### config.mk
export PLATFORM = sky130hd
export DESIGN_NAME = mov_lane
export DESIGN_NICKNAME = d
export VERILOG_FILES = /design/src/sv/mov_pkg.sv /design/src/sv/mov_lane.sv
export SDC_FILE = /design/constraint.sdc
export NUM_CORES = 1
export LEC_CHECK = 0
export BUFFER_PORTS_ARGS = -buffer_cell sky130_fd_sc_hd__buf_2
export CAP_MARGIN = 20
export CORE_MARGIN = 2
export CORE_UTILIZATION = 40
export CTS_BUF_LIST = sky130_fd_sc_hd__clkbuf_8
export CTS_CLUSTER_SIZE = 40
export DETAILED_ROUTE_END_ITERATION = 6
export GPL_TIMING_DRIVEN = 0
export HOLD_SLACK_MARGIN = 0.06
export PLACE_DENSITY = 0.71
export SLEW_MARGIN = 20
export SYNTH_ARGS = -nofsm -noshare
export SYNTH_HDL_FRONTEND = slang
export SYNTH_SLANG_ARGS = --single-unit
### constraint.sdc
create_clock -name clk -period 6.15 [get_ports clk]
set_clock_uncertainty 0.2 [all_clocks]
set_input_delay 1.23 -clock clk [delete_from_list [all_inputs] [get_ports clk]]
set_output_delay 1.23 -clock clk [all_outputs]
set_load 0.01 [all_outputs]
### src/sv/mov_pkg.sv
// Shared constants, register codes and rounding helpers for the mecanum odometry block.
// No dependencies.
`default_nettype none

package mov_pkg;

  localparam int unsigned TRIG_TABLE_BITS_DEF = 10;
  localparam int unsigned TURN_BITS    = 19;
  localparam int unsigned QUAD_BITS    = 17;
  localparam int unsigned CORDIC_STEPS = 16;
  localparam int unsigned CNT_W        = 4;
  localparam int unsigned TRIG_W       = 20;
  localparam int unsigned CFG_IDX_W    = 3;
  localparam int unsigned CFG_DATA_W   = 16;

  localparam logic [16:0] HEADING_TURN  = 17'd23040;
  localparam logic [16:0] HEADING_BIAS  = 17'd46080;
  localparam logic [14:0] HEADING_HALF  = 15'd11520;
  localparam logic signed [TRIG_W-1:0] CORDIC_GAIN = 20'sd39797;

  // 23040 = 45 << 9; divide by 45 with ceil(2^26 / 45), exact below 2^20
  localparam int unsigned TURN_POW2_SHIFT = 9;
  localparam int unsigned RECIP_SHIFT     = 26;
  localparam logic [20:0] RECIP_45        = 21'd1491309;

  localparam logic [CFG_IDX_W-1:0] REG_GLITCH_LIMIT = 3'd0;
  localparam logic [CFG_IDX_W-1:0] REG_COEF_X       = 3'd1;
  localparam logic [CFG_IDX_W-1:0] REG_COEF_Y       = 3'd2;
  localparam logic [CFG_IDX_W-1:0] REG_COEF_YAW     = 3'd3;
  localparam logic [CFG_IDX_W-1:0] REG_YAW_GATE     = 3'd4;

  localparam logic [14:0] GLITCH_LIMIT_RST = 15'd11520;
  localparam logic [15:0] COEF_X_RST       = 16'd485;
  localparam logic [15:0] COEF_Y_RST       = 16'd500;
  localparam logic [15:0] COEF_YAW_RST     = 16'd8977;
  localparam logic [14:0] YAW_GATE_RST     = 15'd32000;

  localparam logic [16:0] ATAN_TAB [CORDIC_STEPS] = '{
    17'd65536, 17'd38688, 17'd20442, 17'd10377, 17'd5208, 17'd2607, 17'd1304, 17'd652,
    17'd326,   17'd163,   17'd81,    17'd41,    17'd20,   17'd10,   17'd5,    17'd3
  };

  // round to nearest, halves away from zero
  function automatic logic signed [47:0] rnd_shift(input logic signed [47:0] p,
                                                   input int unsigned k);
    logic [47:0] m;
    logic [47:0] r;
    m = p[47] ? 48'(-p) : 48'(p);
    r = (m + (48'd1 << (k - 1))) >> k;
    return p[47] ? -$signed(r) : $signed(r);
  endfunction

  function automatic logic signed [15:0] sat16(input logic signed [47:0] v);
    logic signed [15:0] res;
    if (v > 48'sd32767) begin
      res = 16'sh7fff;
    end else if (v < -48'sd32768) begin
      res = 16'sh8000;
    end else begin
      res = v[15:0];
    end
    return res;
  endfunction

endpackage

`default_nettype wire

### src/sv/mov_lane.sv
// One wheel lane: glitch rejection against the limit and the held last value.
// Uses mov_pkg.
`default_nettype none

module mov_lane (
  input  logic               clk,
  input  logic               rst_n,
  input  logic               load,
  input  logic signed [15:0] wheel,
  input  logic [14:0]        limit,
  output logic signed [15:0] used,
  output logic               flag
);
  import mov_pkg::*;

  logic signed [15:0] last_r;
  logic               flag_r;
  logic [16:0]        mag;
  logic               reject;

  always_comb begin
    mag    = wheel[15] ? 17'(-{wheel[15], wheel}) : {1'b0, wheel};
    reject = mag > {2'b00, limit};
  end

  // a rejected sample keeps the old value, which is also the value used
  always_ff @(posedge clk) begin
    if (!rst_n) begin
      last_r <= '0;
      flag_r <= 1'b0;
    end else if (load) begin
      if (!reject) begin
        last_r <= wheel;
      end
      flag_r <= reject;
    end
  end

  assign used = last_r;
  assign flag = flag_r;

endmodule

`default_nettype wire

==> results by group <==
Finish
  • Most frequent cells in the layout: 51 x buf_2, 33 x nand3_1, 19 x inv_1
  • Area grow syn2layout: 21.6%
  • Commonest non-fill, non-tap cell in the layout: buf_2
  • Number of diodes: 0
  • Core Util, Final: 49.6%
  • Fin area: 1960 sq um
  • Register Area: 340 sq um
  • Layout cells sized above 1: 30.0%
  • Area occupied by multi-input gates: 1130 sq um
  • Non-filler instance count after layout: 297
  • Fillers: 384
  • # nets final: 298

Floorplanning
  • I/O pin count: 51
  • Core area: 3940 sq um
  • Num rows: 23
  • Initial Utilization: 40.8%
  • Die Span Y: 67.4 um
  • Die area: 4540 sq um
  • Die width: 67.4 um

Timing
  • Worst-margin pin slew: 792 ps
  • Slew headroom: 47.0%
  • Final worst-path cycle share: 84.0%
  • RSZ-0062 raised after global routing: false
  • Fin. max-slew vios: 0
  • Setup slack after layout: 983 ps
  • Setup Total Neg Slack: 0 ps
  • Fin. Hold Viols: 0
  • Max Freq: 0.194 GHz
  • Post-layout min period: 5170 ps
  • WHS: 313 ps
  • Setup violators final: 0

CTS
  • Clock tree sinks: 17
  • Number of setup buffers added after CTS: 0
  • Post-CTS Resized: 0
  • CTS Buffer Depth: 2
  • H-tree depth: 1
  • Later-pin clock latency in the skew report: 250 ps
  • Root Driver: clkbuf_8
  • Hold buffer count at CTS: 0
  • CTS tree: built
  • TritonCTS buffer count: 3
  • Clock transition at path regs: 60 ps

Logic synthesis
  • Synth Area in Compound Gates: 31.1%
  • Flop and latch count out of synthesis: 17
  • Synth Area per Inst: 8.25 sq um
  • Syn. warnings: 0
  • Seq/Total Area, Yosys: 21.2%
  • Post-Synth Adder-Cell Area: 12.5%
  • Distinct cells, synth: 36
  • Simple-Gate Fraction of Synth Area: 19.5%
  • Post-Synth XOR/XNOR Area: 7.08%
  • Main combinational cell family by area after synthesis: compound AO/OA/AOI/OAI gates
  • Post-synth EDFFs: 0
  • Synthesized instance count: 195
  • Post-synth top flop: dfxtp_1
  • Post-synth net total: 245
  • Async set-reset flop share out of synthesis: 0%
  • Cell Area, Synth: 1610 sq um
  • Mux share of post-synthesis cell area: 0%

Routing
  • Final WL: 4.08 mm
  • Initial drt markers: 55
  • ANT nets after route: 0
  • Drt wl/cell: 13.7 um
  • Vias post-DR: 1,657
  • Pre-Repair DR Iteration Count: 4
  • # DRC: 0
  • Vias per cell: 5.58

Power and ir drop
  • Power per Cell Area: 182 nW/um^2
  • Peak supply drop: 0.138 mV
  • NetSw: 0.131 mW
  • Total chip power: 0.356 mW
  • Int Pwr: 0.224 mW
  • Static leakage: 0.883 nW
  • Switching share of power: 36.9%
  • Clock power frac: 23.0%
  • Combinational cell fraction of total power: 39.8%
  • Reg power frac: 37.3%

Worst setup path
  • Reg2reg setup slack: 5250 ps
  • CP Class: primary input to flip-flop
  • Setup crit end kind: flip-flop
  • CP Data Required Time: 6080 ps
  • Worst r2r path cells: 1
  • Beginning of the worst register-to-register path: flag$_SDFFE_PN0P_
  • Crit path launch type: primary input
  • Arrival time worst endpoint: 5100 ps
  • Crit path max fanout: 10
  • Reg2reg end: flag$_SDFFE_PN0P_

Placed design
  • Gpl congestion: 0.758
  • Placed Cells: 293
  • DP Area: 1910 sq um
  • DP HPWL: 3.28 mm
  • Pre-CTS WS: 724 ps
  • IO buf count: 48

Hold path
  • Worst Hold Class: flip-flop to flip-flop
  • Hold path depth: 2
  • Hold path start: used[1]$_SDFFE_PN0P_
  • Hold path endpoint: used[1]$_SDFFE_PN0P_

GRT
  • Initial antenna violation count: 0
  • Pin count of the biggest net entering global routing: 11
  • First-pass GRT wire length: 6.45 mm
  • Remaining global-route overflow: 0
  • Vias in the first global route: 1,484
  • Total Routing Usage GR: 18.1%

Run
  • Max-Cap Viols: 0

Status
  • Outcome: finished clean
-- worst max-delay path: stages --
cell and delay [ps]:
buf_2 120, inv_1 80, ha_1 180, or4b_2 630, o41ai_1 320, xnor2_1 130
ha_1 320, nand4_1 140, or3_1 370, a31oi_1 620, o21a_1 180, clkbuf_1 290
buf_2 350, o211ai_2 120
-- how the worst max path moves through the flow --
stage                     startpoint                    to  cells after the start
after floorplan             wheel[0]  used[0]$_SDFFE_PN0P_                     13
after global placement      wheel[0]  used[8]$_SDFFE_PN0P_                     14
after detailed placement    wheel[0]  used[3]$_SDFFE_PN0P_                     14
after CTS                   wheel[0]  used[3]$_SDFFE_PN0P_                     14
after global routing        wheel[0]  used[4]$_SDFFE_PN0P_                     14
final                       wheel[0]  used[7]$_SDFFE_PN0P_                     14
-- cell usage after synthesis (2+ instances only) --
cell type	instances	area share [%]
a21o_1	2	0.93
nand3_1	33	10
a21oi_1	7	2.2
inv_1	18	4.2
xnor2_1	12	6.5
nand2_1	7	1.6
clkbuf_1	10	2.3
or2_2	2	0.78
or4_4	2	1.4
o31ai_1	3	1.4
dfxtp_1	17	21
o2111ai_1	16	8.7
o21ai_0	6	1.9
ha_1	16	12
or3_1	2	0.78
o211ai_2	10	7.8
nand4_1	3	1.2
buf_2	3	0.93
nor2_1	3	0.70
o211ai_1	7	3.3
-- cell families after synthesis --
family | count (synthesis)
flip-flops | 17
AND/OR/NAND/NOR | 58
XOR/XNOR | 13
buffers and inverters | 33
AO/OA/AOI/OAI | 58
adder cells (fa/ha/maj) | 16
-- power groups by stage --
stage	clock [mW]	sequential, mW	combinational (mW)
6_report	0.0817	0.133	0.141
5_1_grt	0.0862	0.134	0.158
3_3_place_gp	0	0.134	0.140
2_1_floorplan	0	0.140	0.0870
3_5_place_dp	0	0.135	0.141
4_1_cts	0.0817	0.132	0.142
-- registers in the layout, indices dropped and copies added, names as in the netlist --
register  flops
used         16
flag          1
-- final cells by class --
type                    count  area share [%]
clock buffers               3            2.11
repair buffers             48            12.3
clock inverters             1           0.192
multi-input cells         145            57.7
inverters                  18            3.45
flip-flops and latches     17            17.4
well taps                  50            3.20
plain buffers              15            3.65
-- layer usage --
metal / up-vias / share of wire, % / GRT usage, %
li1: 855 / - / -
met1: 750 / 46 / 23.5
met2: 43 / 47 / 31.1
met3: 9 / 5.1 / 1.83
met4: 0 / 1.6 / 6.38
met5: - / 0 / 0
Note: power is estimated with default switching activity, not from simulation.
