--- src/sv/mov_pkg.sv ---
// Shared constants, register codes and rounding helpers for the mecanum odometry block.
// No dependencies.
`default_nettype none

package mov_pkg;

  localparam int unsigned TRIG_TABLE_BITS_DEF = 10;
  localparam int unsigned TURN_BITS    = 19;
  localparam int unsigned QUAD_BITS    = 17;
  localparam int unsigned CORDIC_STEPS = 16;
  localparam int unsigned CNT_W        = 4;
  localparam int unsigned TRIG_W       = 20;
  localparam int unsigned CFG_IDX_W    = 3;
  localparam int unsigned CFG_DATA_W   = 16;

  localparam logic [16:0] HEADING_TURN  = 17'd23040;
  localparam logic [16:0] HEADING_BIAS  = 17'd46080;
  localparam logic [14:0] HEADING_HALF  = 15'd11520;
  localparam logic signed [TRIG_W-1:0] CORDIC_GAIN = 20'sd39797;

  // 23040 = 45 << 9; divide by 45 with ceil(2^26 / 45), exact below 2^20
  localparam int unsigned TURN_POW2_SHIFT = 9;
  localparam int unsigned RECIP_SHIFT     = 26;
  localparam logic [20:0] RECIP_45        = 21'd1491309;

  localparam logic [CFG_IDX_W-1:0] REG_GLITCH_LIMIT = 3'd0;
  localparam logic [CFG_IDX_W-1:0] REG_COEF_X       = 3'd1;
  localparam logic [CFG_IDX_W-1:0] REG_COEF_Y       = 3'd2;
  localparam logic [CFG_IDX_W-1:0] REG_COEF_YAW     = 3'd3;
  localparam logic [CFG_IDX_W-1:0] REG_YAW_GATE     = 3'd4;

  localparam logic [14:0] GLITCH_LIMIT_RST = 15'd11520;
  localparam logic [15:0] COEF_X_RST       = 16'd485;
  localparam logic [15:0] COEF_Y_RST       = 16'd500;
  localparam logic [15:0] COEF_YAW_RST     = 16'd8977;
  localparam logic [14:0] YAW_GATE_RST     = 15'd32000;

  localparam logic [16:0] ATAN_TAB [CORDIC_STEPS] = '{
    17'd65536, 17'd38688, 17'd20442, 17'd10377, 17'd5208, 17'd2607, 17'd1304, 17'd652,
    17'd326,   17'd163,   17'd81,    17'd41,    17'd20,   17'd10,   17'd5,    17'd3
  };

  // round to nearest, halves away from zero
  function automatic logic signed [47:0] rnd_shift(input logic signed [47:0] p,
                                                   input int unsigned k);
    logic [47:0] m;
    logic [47:0] r;
    m = p[47] ? 48'(-p) : 48'(p);
    r = (m + (48'd1 << (k - 1))) >> k;
    return p[47] ? -$signed(r) : $signed(r);
  endfunction

  function automatic logic signed [15:0] sat16(input logic signed [47:0] v);
    logic signed [15:0] res;
    if (v > 48'sd32767) begin
      res = 16'sh7fff;
    end else if (v < -48'sd32768) begin
      res = 16'sh8000;
    end else begin
      res = v[15:0];
    end
    return res;
  endfunction

endpackage

`default_nettype wire

--- src/sv/mov_cordic.sv ---
// Heading to cosine/sine: wrap, quantize by a reciprocal multiply, then a
// 16-step CORDIC with quadrant folding. Uses mov_pkg.
`default_nettype none

module mov_cordic #(
  parameter int unsigned TrigBits = mov_pkg::TRIG_TABLE_BITS_DEF
) (
  input  logic                              clk,
  input  logic                              rst_n,
  input  logic                              start,
  input  logic signed [15:0]                heading,
  output logic                              done,
  output logic signed [mov_pkg::TRIG_W-1:0] cos_q,
  output logic signed [mov_pkg::TRIG_W-1:0] sin_q
);
  import mov_pkg::*;

  typedef enum logic [2:0] {ST_IDLE, ST_MOD, ST_DIV, ST_QRND, ST_ROT, ST_DONE} state_t;

  state_t                    state_r;
  logic                      done_r;
  logic [16:0]               hr_r;
  logic [TrigBits-1:0]       q_r;
  logic [CNT_W-1:0]          cnt_r;
  logic signed [TRIG_W-1:0]  x_r, y_r, ang_r, cos_r, sin_r;
  logic [1:0]                quad_r;

  logic [16:0]               hr_init;
  logic [29:0]               n_div;
  logic [20:0]               m_div;
  logic [41:0]               q_prod;
  logic [TURN_BITS-1:0]      z;
  logic signed [TRIG_W-1:0]  xs, ys, atan, x_nxt, y_nxt, ang_nxt;

  always_comb begin
    hr_init = 17'({heading[15], heading}) + HEADING_BIAS;
    // round(hr * 2^TrigBits / 23040): drop the power of two, then divide by 45
    n_div   = (30'(hr_r) << TrigBits) + 30'(HEADING_HALF);
    m_div   = n_div[29:TURN_POW2_SHIFT];
    q_prod  = m_div * RECIP_45;
    z       = {q_r, {(TURN_BITS - TrigBits){1'b0}}};
    xs      = x_r >>> cnt_r;
    ys      = y_r >>> cnt_r;
    atan    = $signed({{(TRIG_W - 17){1'b0}}, ATAN_TAB[cnt_r]});
    if (!ang_r[TRIG_W-1]) begin
      x_nxt   = x_r - ys;
      y_nxt   = y_r + xs;
      ang_nxt = ang_r - atan;
    end else begin
      x_nxt   = x_r + ys;
      y_nxt   = y_r - xs;
      ang_nxt = ang_r + atan;
    end
  end

  always_ff @(posedge clk) begin
    if (!rst_n) begin
      state_r <= ST_IDLE;
      done_r  <= 1'b0;
    end else begin
      unique case (state_r)
        ST_IDLE: begin
          if (start) begin
            hr_r    <= hr_init;
            done_r  <= 1'b0;
            state_r <= ST_MOD;
          end
        end
        ST_MOD: begin
          if (hr_r >= HEADING_TURN) begin
            hr_r <= hr_r - HEADING_TURN;
          end else begin
            state_r <= ST_DIV;
          end
        end
        ST_DIV: begin
          // a step count of a full turn wraps to zero
          q_r     <= q_prod[RECIP_SHIFT +: TrigBits];
          state_r <= ST_QRND;
        end
        ST_QRND: begin
          x_r     <= CORDIC_GAIN;
          y_r     <= '0;
          ang_r   <= $signed({{(TRIG_W - QUAD_BITS){1'b0}}, z[QUAD_BITS-1:0]});
          quad_r  <= z[TURN_BITS-1:QUAD_BITS];
          cnt_r   <= '0;
          state_r <= ST_ROT;
        end
        ST_ROT: begin
          x_r   <= x_nxt;
          y_r   <= y_nxt;
          ang_r <= ang_nxt;
          cnt_r <= cnt_r + 1'b1;
          if (cnt_r == CNT_W'(CORDIC_STEPS - 1)) begin
            state_r <= ST_DONE;
          end
        end
        ST_DONE: begin
          unique case (quad_r)
            2'd0: begin cos_r <= x_r;  sin_r <= y_r;  end
            2'd1: begin cos_r <= -y_r; sin_r <= x_r;  end
            2'd2: begin cos_r <= -x_r; sin_r <= -y_r; end
            default: begin cos_r <= y_r; sin_r <= -x_r; end
          endcase
          done_r  <= 1'b1;
          state_r <= ST_IDLE;
        end
        default: state_r <= ST_IDLE;
      endcase
    end
  end

  assign done  = done_r;
  assign cos_q = cos_r;
  assign sin_q = sin_r;

endmodule

`default_nettype wire

--- config.mk ---
export PLATFORM = sky130hd
export DESIGN_NAME = mov_cordic
export DESIGN_NICKNAME = d
export VERILOG_FILES = /design/src/sv/mov_pkg.sv /design/src/sv/mov_cordic.sv
export SDC_FILE = /design/constraint.sdc
export NUM_CORES = 1
export LEC_CHECK = 0
export ABC_CLOCK_PERIOD_IN_PS = 10300
export BUFFER_PORTS_ARGS = -buffer_cell sky130_fd_sc_hd__buf_2
export CAP_MARGIN = 20
export CORE_MARGIN = 5
export CORE_UTILIZATION = 40
export DETAILED_ROUTE_END_ITERATION = 10
export GPL_TIMING_DRIVEN = 0
export PLACE_DENSITY = 0.63
export SYNTH_ARGS = -nofsm -noshare
export SYNTH_HDL_FRONTEND = slang
export SYNTH_SLANG_ARGS = --single-unit
--- constraint.sdc ---
create_clock -name clk -period 10.3 [get_ports clk]
set_input_delay 1.03 -clock clk [delete_from_list [all_inputs] [get_ports clk]]
set_output_delay 1.03 -clock clk [all_outputs]
set_load 0.02 [all_outputs]
==> summary.md, run 1 <==
| Metric | Value |
|---|---|
| Run status | finished clean |
| Count of flip-flops with a built-in enable after synthesis | 133 |
| Clock-pin slew on the worst setup and hold paths | 70 ps |
| Number of global-route vias before repair | 14839 |
| Final WS setup | 1470 ps |
| Die X | 223 um |
| Slew @ Worst Pin | 1110 ps |
| Initial antenna violation count | 0 |
| First-pass GRT wire length | 84700 um |
| Predominant post-synthesis flop cell | edfxtp_1 |
| Total gr overflow | 0 |
| CTS Sinks | 137 |
| GRT Util Overall | 0.216 |
| Antenna-violating nets left | 0 |
| Core Region | 0.0451 mm2 |
| Layout cells sized above 1 | 0.101 |
| Die span in y | 223 um |
| Hold WC Path Type | reg -> reg |
| Syn_area_per_cell | 9.32 um2 |
| Setup violators final | 0 |
| Routed vias | 15003 |
| CP delay by family, top | adder cells |
| Max frequency | 0.113 GHz |
| Post-CTS Repair Setup Buffers | 0 |
| Yosys warns | 0 |
| DR pass1 iterations | 7 |
| Post_cts resized | 0 |
| Mapped Nets | 2276 |
| Die footprint | 0.0497 mm2 |
| CP max stage cell | a2111oi_0 |
| Initial cell density of the core | 0.403 |
| Synth async-reset ratio | 0 |
| CP required | 10470 ps |
| First DRT Iteration DRCs | 1100 |
| Crit-path most repeated cell | inv_1 |
| Rows | 78 |
| Max-Cap Viols | 0 |
| Final nets | 2357 |
| Most common cell after layout, fill and taps aside | inv_1 |
| Total Wirelength | 54500 um |
| Hold Vio Cnt, Final | 0 |
| # hold bufs at CTS | 0 |
| Post-Syn Area | 0.0181 mm2 |
| Pwr Density | 377 mW/mm2 |
| TritonCTS buffer count | 17 |
| Worst slack, placed | 1440 ps |
| Crit path buffers/inverters | 5 |
| Commonest cells after routing, fill and taps aside | inv_1 (246), ha_1 (205), nor2_1 (148) |
| Worst VDD drop | 735 uV |
| Slowest stage delay, CP | 950 ps |
| Worst setup EP type | flip-flop |
| Synth unique cells | 75 |
| Clock root buffer | clkbuf_16 |
| Crit path DAT | 9000 ps |
| Avg WL per Cell | 20.6 um |
| IO Pins | 60 |
| Area grow syn2layout | 9.40% |
| CTS HTree Levels | 4 |
| Worst skew pair latency | 470 ps |
| Via-to-Cell Ratio | 5.68 |
| Final worst path period share | 0.857 |
| Count of pins over their slew limit | 0 |
| Seq cells post-synth | 137 |
| CTS tree | yes |
| Final min period | 8830 ps |
| RSZ-0062 raised after global routing | false |
| Maximum buffer depth of the clock tree | 2 |
| Cells after synthesis | 1948 |
| Largest net degree at the start of global routing | 41 |
| RePlAce Congestion | 0.972 |
| Crit path max fanout | 5 |
| I/O Buffers | 59 |
| Worst slew margin | 0.239 |
| DRC | 0 |
| Startpoint Class | flip-flop |
| HPWL Detailed | 44000 um |
| Leak | 0.00862 uW |
| Post-Route Setup TNS | 0 ps |
| Clock skew | 18.0 ps |
| Seq/Total Area, Yosys | 0.224 |
| Setup CP Type | reg -> reg |
==> power by group <==
| group | leakage (uW) | switching (uW) | internal, uW |
|---|---|---|---|
| clock network | 0.000295 | 294 | 368 |
| registers | 0.00124 | 27.8 | 798 |
| logic | 0.00708 | 3480 | 2520 |
| total | 0.00862 | 3800 | 3680 |
==> synth_stat cells (all sizes together) (16+ instances only) <==
cell type,number,area [um2]
mux2,19,214
a31oi,28,175
mux4,44,998
a21oi,103,515
nor2b,19,119
inv,246,923
and3,22,138
nand2b,29,181
nor3,34,180
mux2i,44,440
o31ai,19,143
edfxtp,133,3990
ha,205,2560
and2,19,119
a21o,29,218
or3,21,141
xnor2,112,981
a211oi,16,125
nand2,133,499
fa,104,2080
xor2,77,674
clkbuf,56,210
nor2,148,556
nand3,17,85.1
o21ai,90,450
buf,37,200
==> metal layers <==
layer | part of all wire | GRT usage
met1 | 0.42 | 0.279
met2 | 0.49 | 0.373
met3 | 0.061 | 0.0383
met4 | 0.026 | 0.0621
met5 | 0 | 0
==> layout make-up <==
class,count,area [um2]
fillers,4423,25200
multi-input cells,1471,12800
flip-flops and latches,137,4070
inverters,247,927
well taps,600,751
clock buffers,18,429
plain buffers,93,410
repair buffers,62,330
clock inverters,14,179
diodes,1,2.50
==> registers in the layout (all words and copies together), names as in the netlist <==
register  flops
q_r          10
y_r          20
sin_q        20
state_r       3
cnt_r         4
cos_q        20
ang_r        20
hr_r         17
x_r          20
done          1
quad_r        2
==> worst paths after layout <==
kind	cells after the start	slack, ps	start	endpoint
hold reg to reg	0	420	q_r[8]	quad_r[0]
setup reg to reg	29	1470	hr_r[0]	q_r[9]
setup / recovery	29	1470	hr_r[0]	q_r[9]
hold / removal	0	420	q_r[8]	quad_r[0]
==> cells by family after synthesis <==
logic type | count (synthesis) | synth area share
buffers and inverters | 340 | 0.0737
AND/OR/NAND/NOR | 496 | 0.135
multiplexers | 107 | 0.0911
XOR/XNOR | 189 | 0.0912
adder cells (fa/ha/maj) | 309 | 0.256
flip-flops | 137 | 0.224
AO/OA/AOI/OAI | 370 | 0.129
==> per-stage QoR <==
step           std cells  hold slack [ps]  power (uW)  area [um2]  utilization
6_report            2643              423        7490       19900        0.440
5_1_grt             2642              432        8460       19900        0.440
4_1_cts             2642              426        7610       19900        0.440
3_5_place_dp        2610              423        6890       19200        0.427
3_3_place_gp        2607              408        6760       19200        0.426
2_1_floorplan       1948              400        5390       18100            -
No activity file was read; power rests on OpenSTA's default activity.
==> run 2, diff against run 1 <==
Settings changed: CORE_ASPECT_RATIO set to 0.5, GPL_TIMING_DRIVEN 0 to not set, TNS_END_PERCENT set to 1.
==> run 2 against run 1 <==
  * Critical path depth is the same
  * Worst setup slack gained 910 ps
  * Critical path type unchanged
  * Sequential share of layout area grew 0.37 points
==> summary.md, run 2 (synthesized netlist as in run 1, its figures left out) <==
| Metric | Value |
|---|---|
| Post-Place Cells | 2526 (was 2610) |
| Crit path DAT | 8090 ps (was 9000 ps) |
| Via-to-Cell Ratio | 5.49 (was 5.68) |
| Final nets | 2275 (was 2357) |
| Final min period | 7920 ps (was 8830 ps) |
| Hold WC Path Type | reg -> reg (unchanged) |
| Slowest stage delay, CP | 540 ps (was 950 ps) |
| Most common cell after layout, fill and taps aside | inv_1 (unchanged) |
| Worst slew margin | 0.364 (was 0.239) |
| Setup CP Type | reg -> reg (unchanged) |
| DRC | 0 (unchanged) |
| Post-Route Setup TNS | 0 ps (unchanged) |
| Maximum buffer depth of the clock tree | 2 (unchanged) |
| DR pass1 iterations | 4 (was 7) |
| Slew @ Worst Pin | 954 ps (was 1110 ps) |
| Post-route insts no fill | 2557 (was 2643) |
| CP required | 10470 ps (about the same) |
| Number of global-route vias before repair | 13715 (was 14839) |
| Run status | finished clean (unchanged) |
| FF/Latch Area | 0.00407 mm2 (unchanged) |
| First DRT Iteration DRCs | 1013 (was 1100) |
| First-pass GRT wire length | 72600 um (was 84700 um) |
| RePlAce Congestion | 0.916 (was 0.972) |
| GRT Util Overall | 0.177 (was 0.216) |
| Layout cells sized above 1 | 0.0980 (was 0.101) |
| Initial antenna violation count | 0 (unchanged) |
| Clock root buffer | clkbuf_16 (unchanged) |
| CTS HTree Levels | 4 (unchanged) |
| IO Pins | 60 (unchanged) |
| Max-Cap Viols | 0 (unchanged) |
| Layout fillers | 4396 (was 4423) |
| CP max stage cell | fa_1 (was a2111oi_0) |
| Count of pins over their slew limit | 0 (unchanged) |
| CTS Sinks | 137 (unchanged) |
| Final worst path period share | 0.769 (was 0.857) |
| # hold bufs at CTS | 0 (unchanged) |
| Area grow syn2layout | 7.46% (was 9.40%) |
| Antenna-violating nets left | 0 (unchanged) |
| Avg WL per Cell | 17.3 um (was 20.6 um) |
| Rows | 55 (was 78) |
| Initial cell density of the core | 0.403 (about the same) |
| Max frequency | 0.126 GHz (was 0.113 GHz) |
| Largest net degree at the start of global routing | 77 (was 41) |
| Total gr overflow | 0 (unchanged) |
| Footprint of the multi-input gates | 0.0127 mm2 (was 0.0128 mm2) |
| Worst setup EP type | flip-flop (unchanged) |
| Core Region | 0.0450 mm2 (was 0.0451 mm2) |
| Die X | 311 um (was 223 um) |
| Hold Vio Cnt, Final | 0 (unchanged) |
| Routed vias | 14046 (was 15003) |
| Die span in y | 161 um (was 223 um) |
| Clock skew | 18.5 ps (was 18.0 ps) |
| Ant diodes | 0 (was 1) |
| HPWL Detailed | 34700 um (was 44000 um) |
| Total Wirelength | 44300 um (was 54500 um) |
| I/O Buffers | 59 (unchanged) |
| Post-CTS Repair Setup Buffers | 0 (unchanged) |
| Worst skew pair latency | 450 ps (was 470 ps) |
| TritonCTS buffer count | 17 (unchanged) |
| Commonest cells after routing, fill and taps aside | inv_1 (246), ha_1 (205), nor2_1 (148) (unchanged) |
| Crit-path most repeated cell | inv_1 (unchanged) |
| Post_cts resized | 0 (unchanged) |
| Setup violators final | 0 (unchanged) |
| Die footprint | 0.0500 mm2 (was 0.0497 mm2) |
| Startpoint Class | flip-flop (unchanged) |
| CTS tree | yes (unchanged) |
| Crit path max fanout | 5 (unchanged) |
| Clock-pin slew on the worst setup and hold paths | 70 ps (about the same) |
| RSZ-0062 raised after global routing | false (unchanged) |
[run 2: cell type report]
cell class | count | share of cell area
multi-input cells | 1471 | 0.653
flip-flops and latches | 137 | 0.209
inverters | 247 | 0.0475
well taps | 598 | 0.0384
clock buffers | 17 | 0.0218
repair buffers | 73 | 0.0205
clock inverters | 14 | 0.00949
[run 2: path summary, 6_finish.rpt]
path | startpoint | end | slack, ps | cells after the start
max reg2reg | hr_r[0] | q_r[9] | 2380 | 29
max | hr_r[0] | q_r[9] | 2380 | 29
min reg2reg | q_r[9] | quad_r[1] | 480 | 0
min | q_r[9] | quad_r[1] | 480 | 0
[run 2: metal layers]
metal	share of wire	track usage
met1	0.47	0.245
met2	0.47	0.295
met3	0.049	0.0307
met4	0.015	0.0386
met5	0	0
[run 2: critical path: cells and delay by family, from the launching register on]
| kind | cells | cell delay (ps) |
|---|---|---|
| AOI/OAI and AO/OA | 5 | 1270 |
| DFF | 1 | 430 |
| and+or+nand+nor | 8 | 1600 |
| adders and majority gates | 8 | 3320 |
| buffers and inverters | 5 | 330 |
| xor gates and xnor gates | 3 | 690 |
[run 2: through the flow]
step	util	hold slack, ps	worst slack, ps	cell area (um2)
finish	0.433	478	2380	19500
global route	0.433	502	1830	19500
CTS	0.433	499	2400	19500
detailed placement	0.420	489	2420	18900
global placement	0.420	493	2590	18900
floorplan	-	400	3010	18100
Power of run 2 is left out: the tool's default activity adds up to more than one toggle a clock period on the data nets, which glitch-free logic cannot reach.
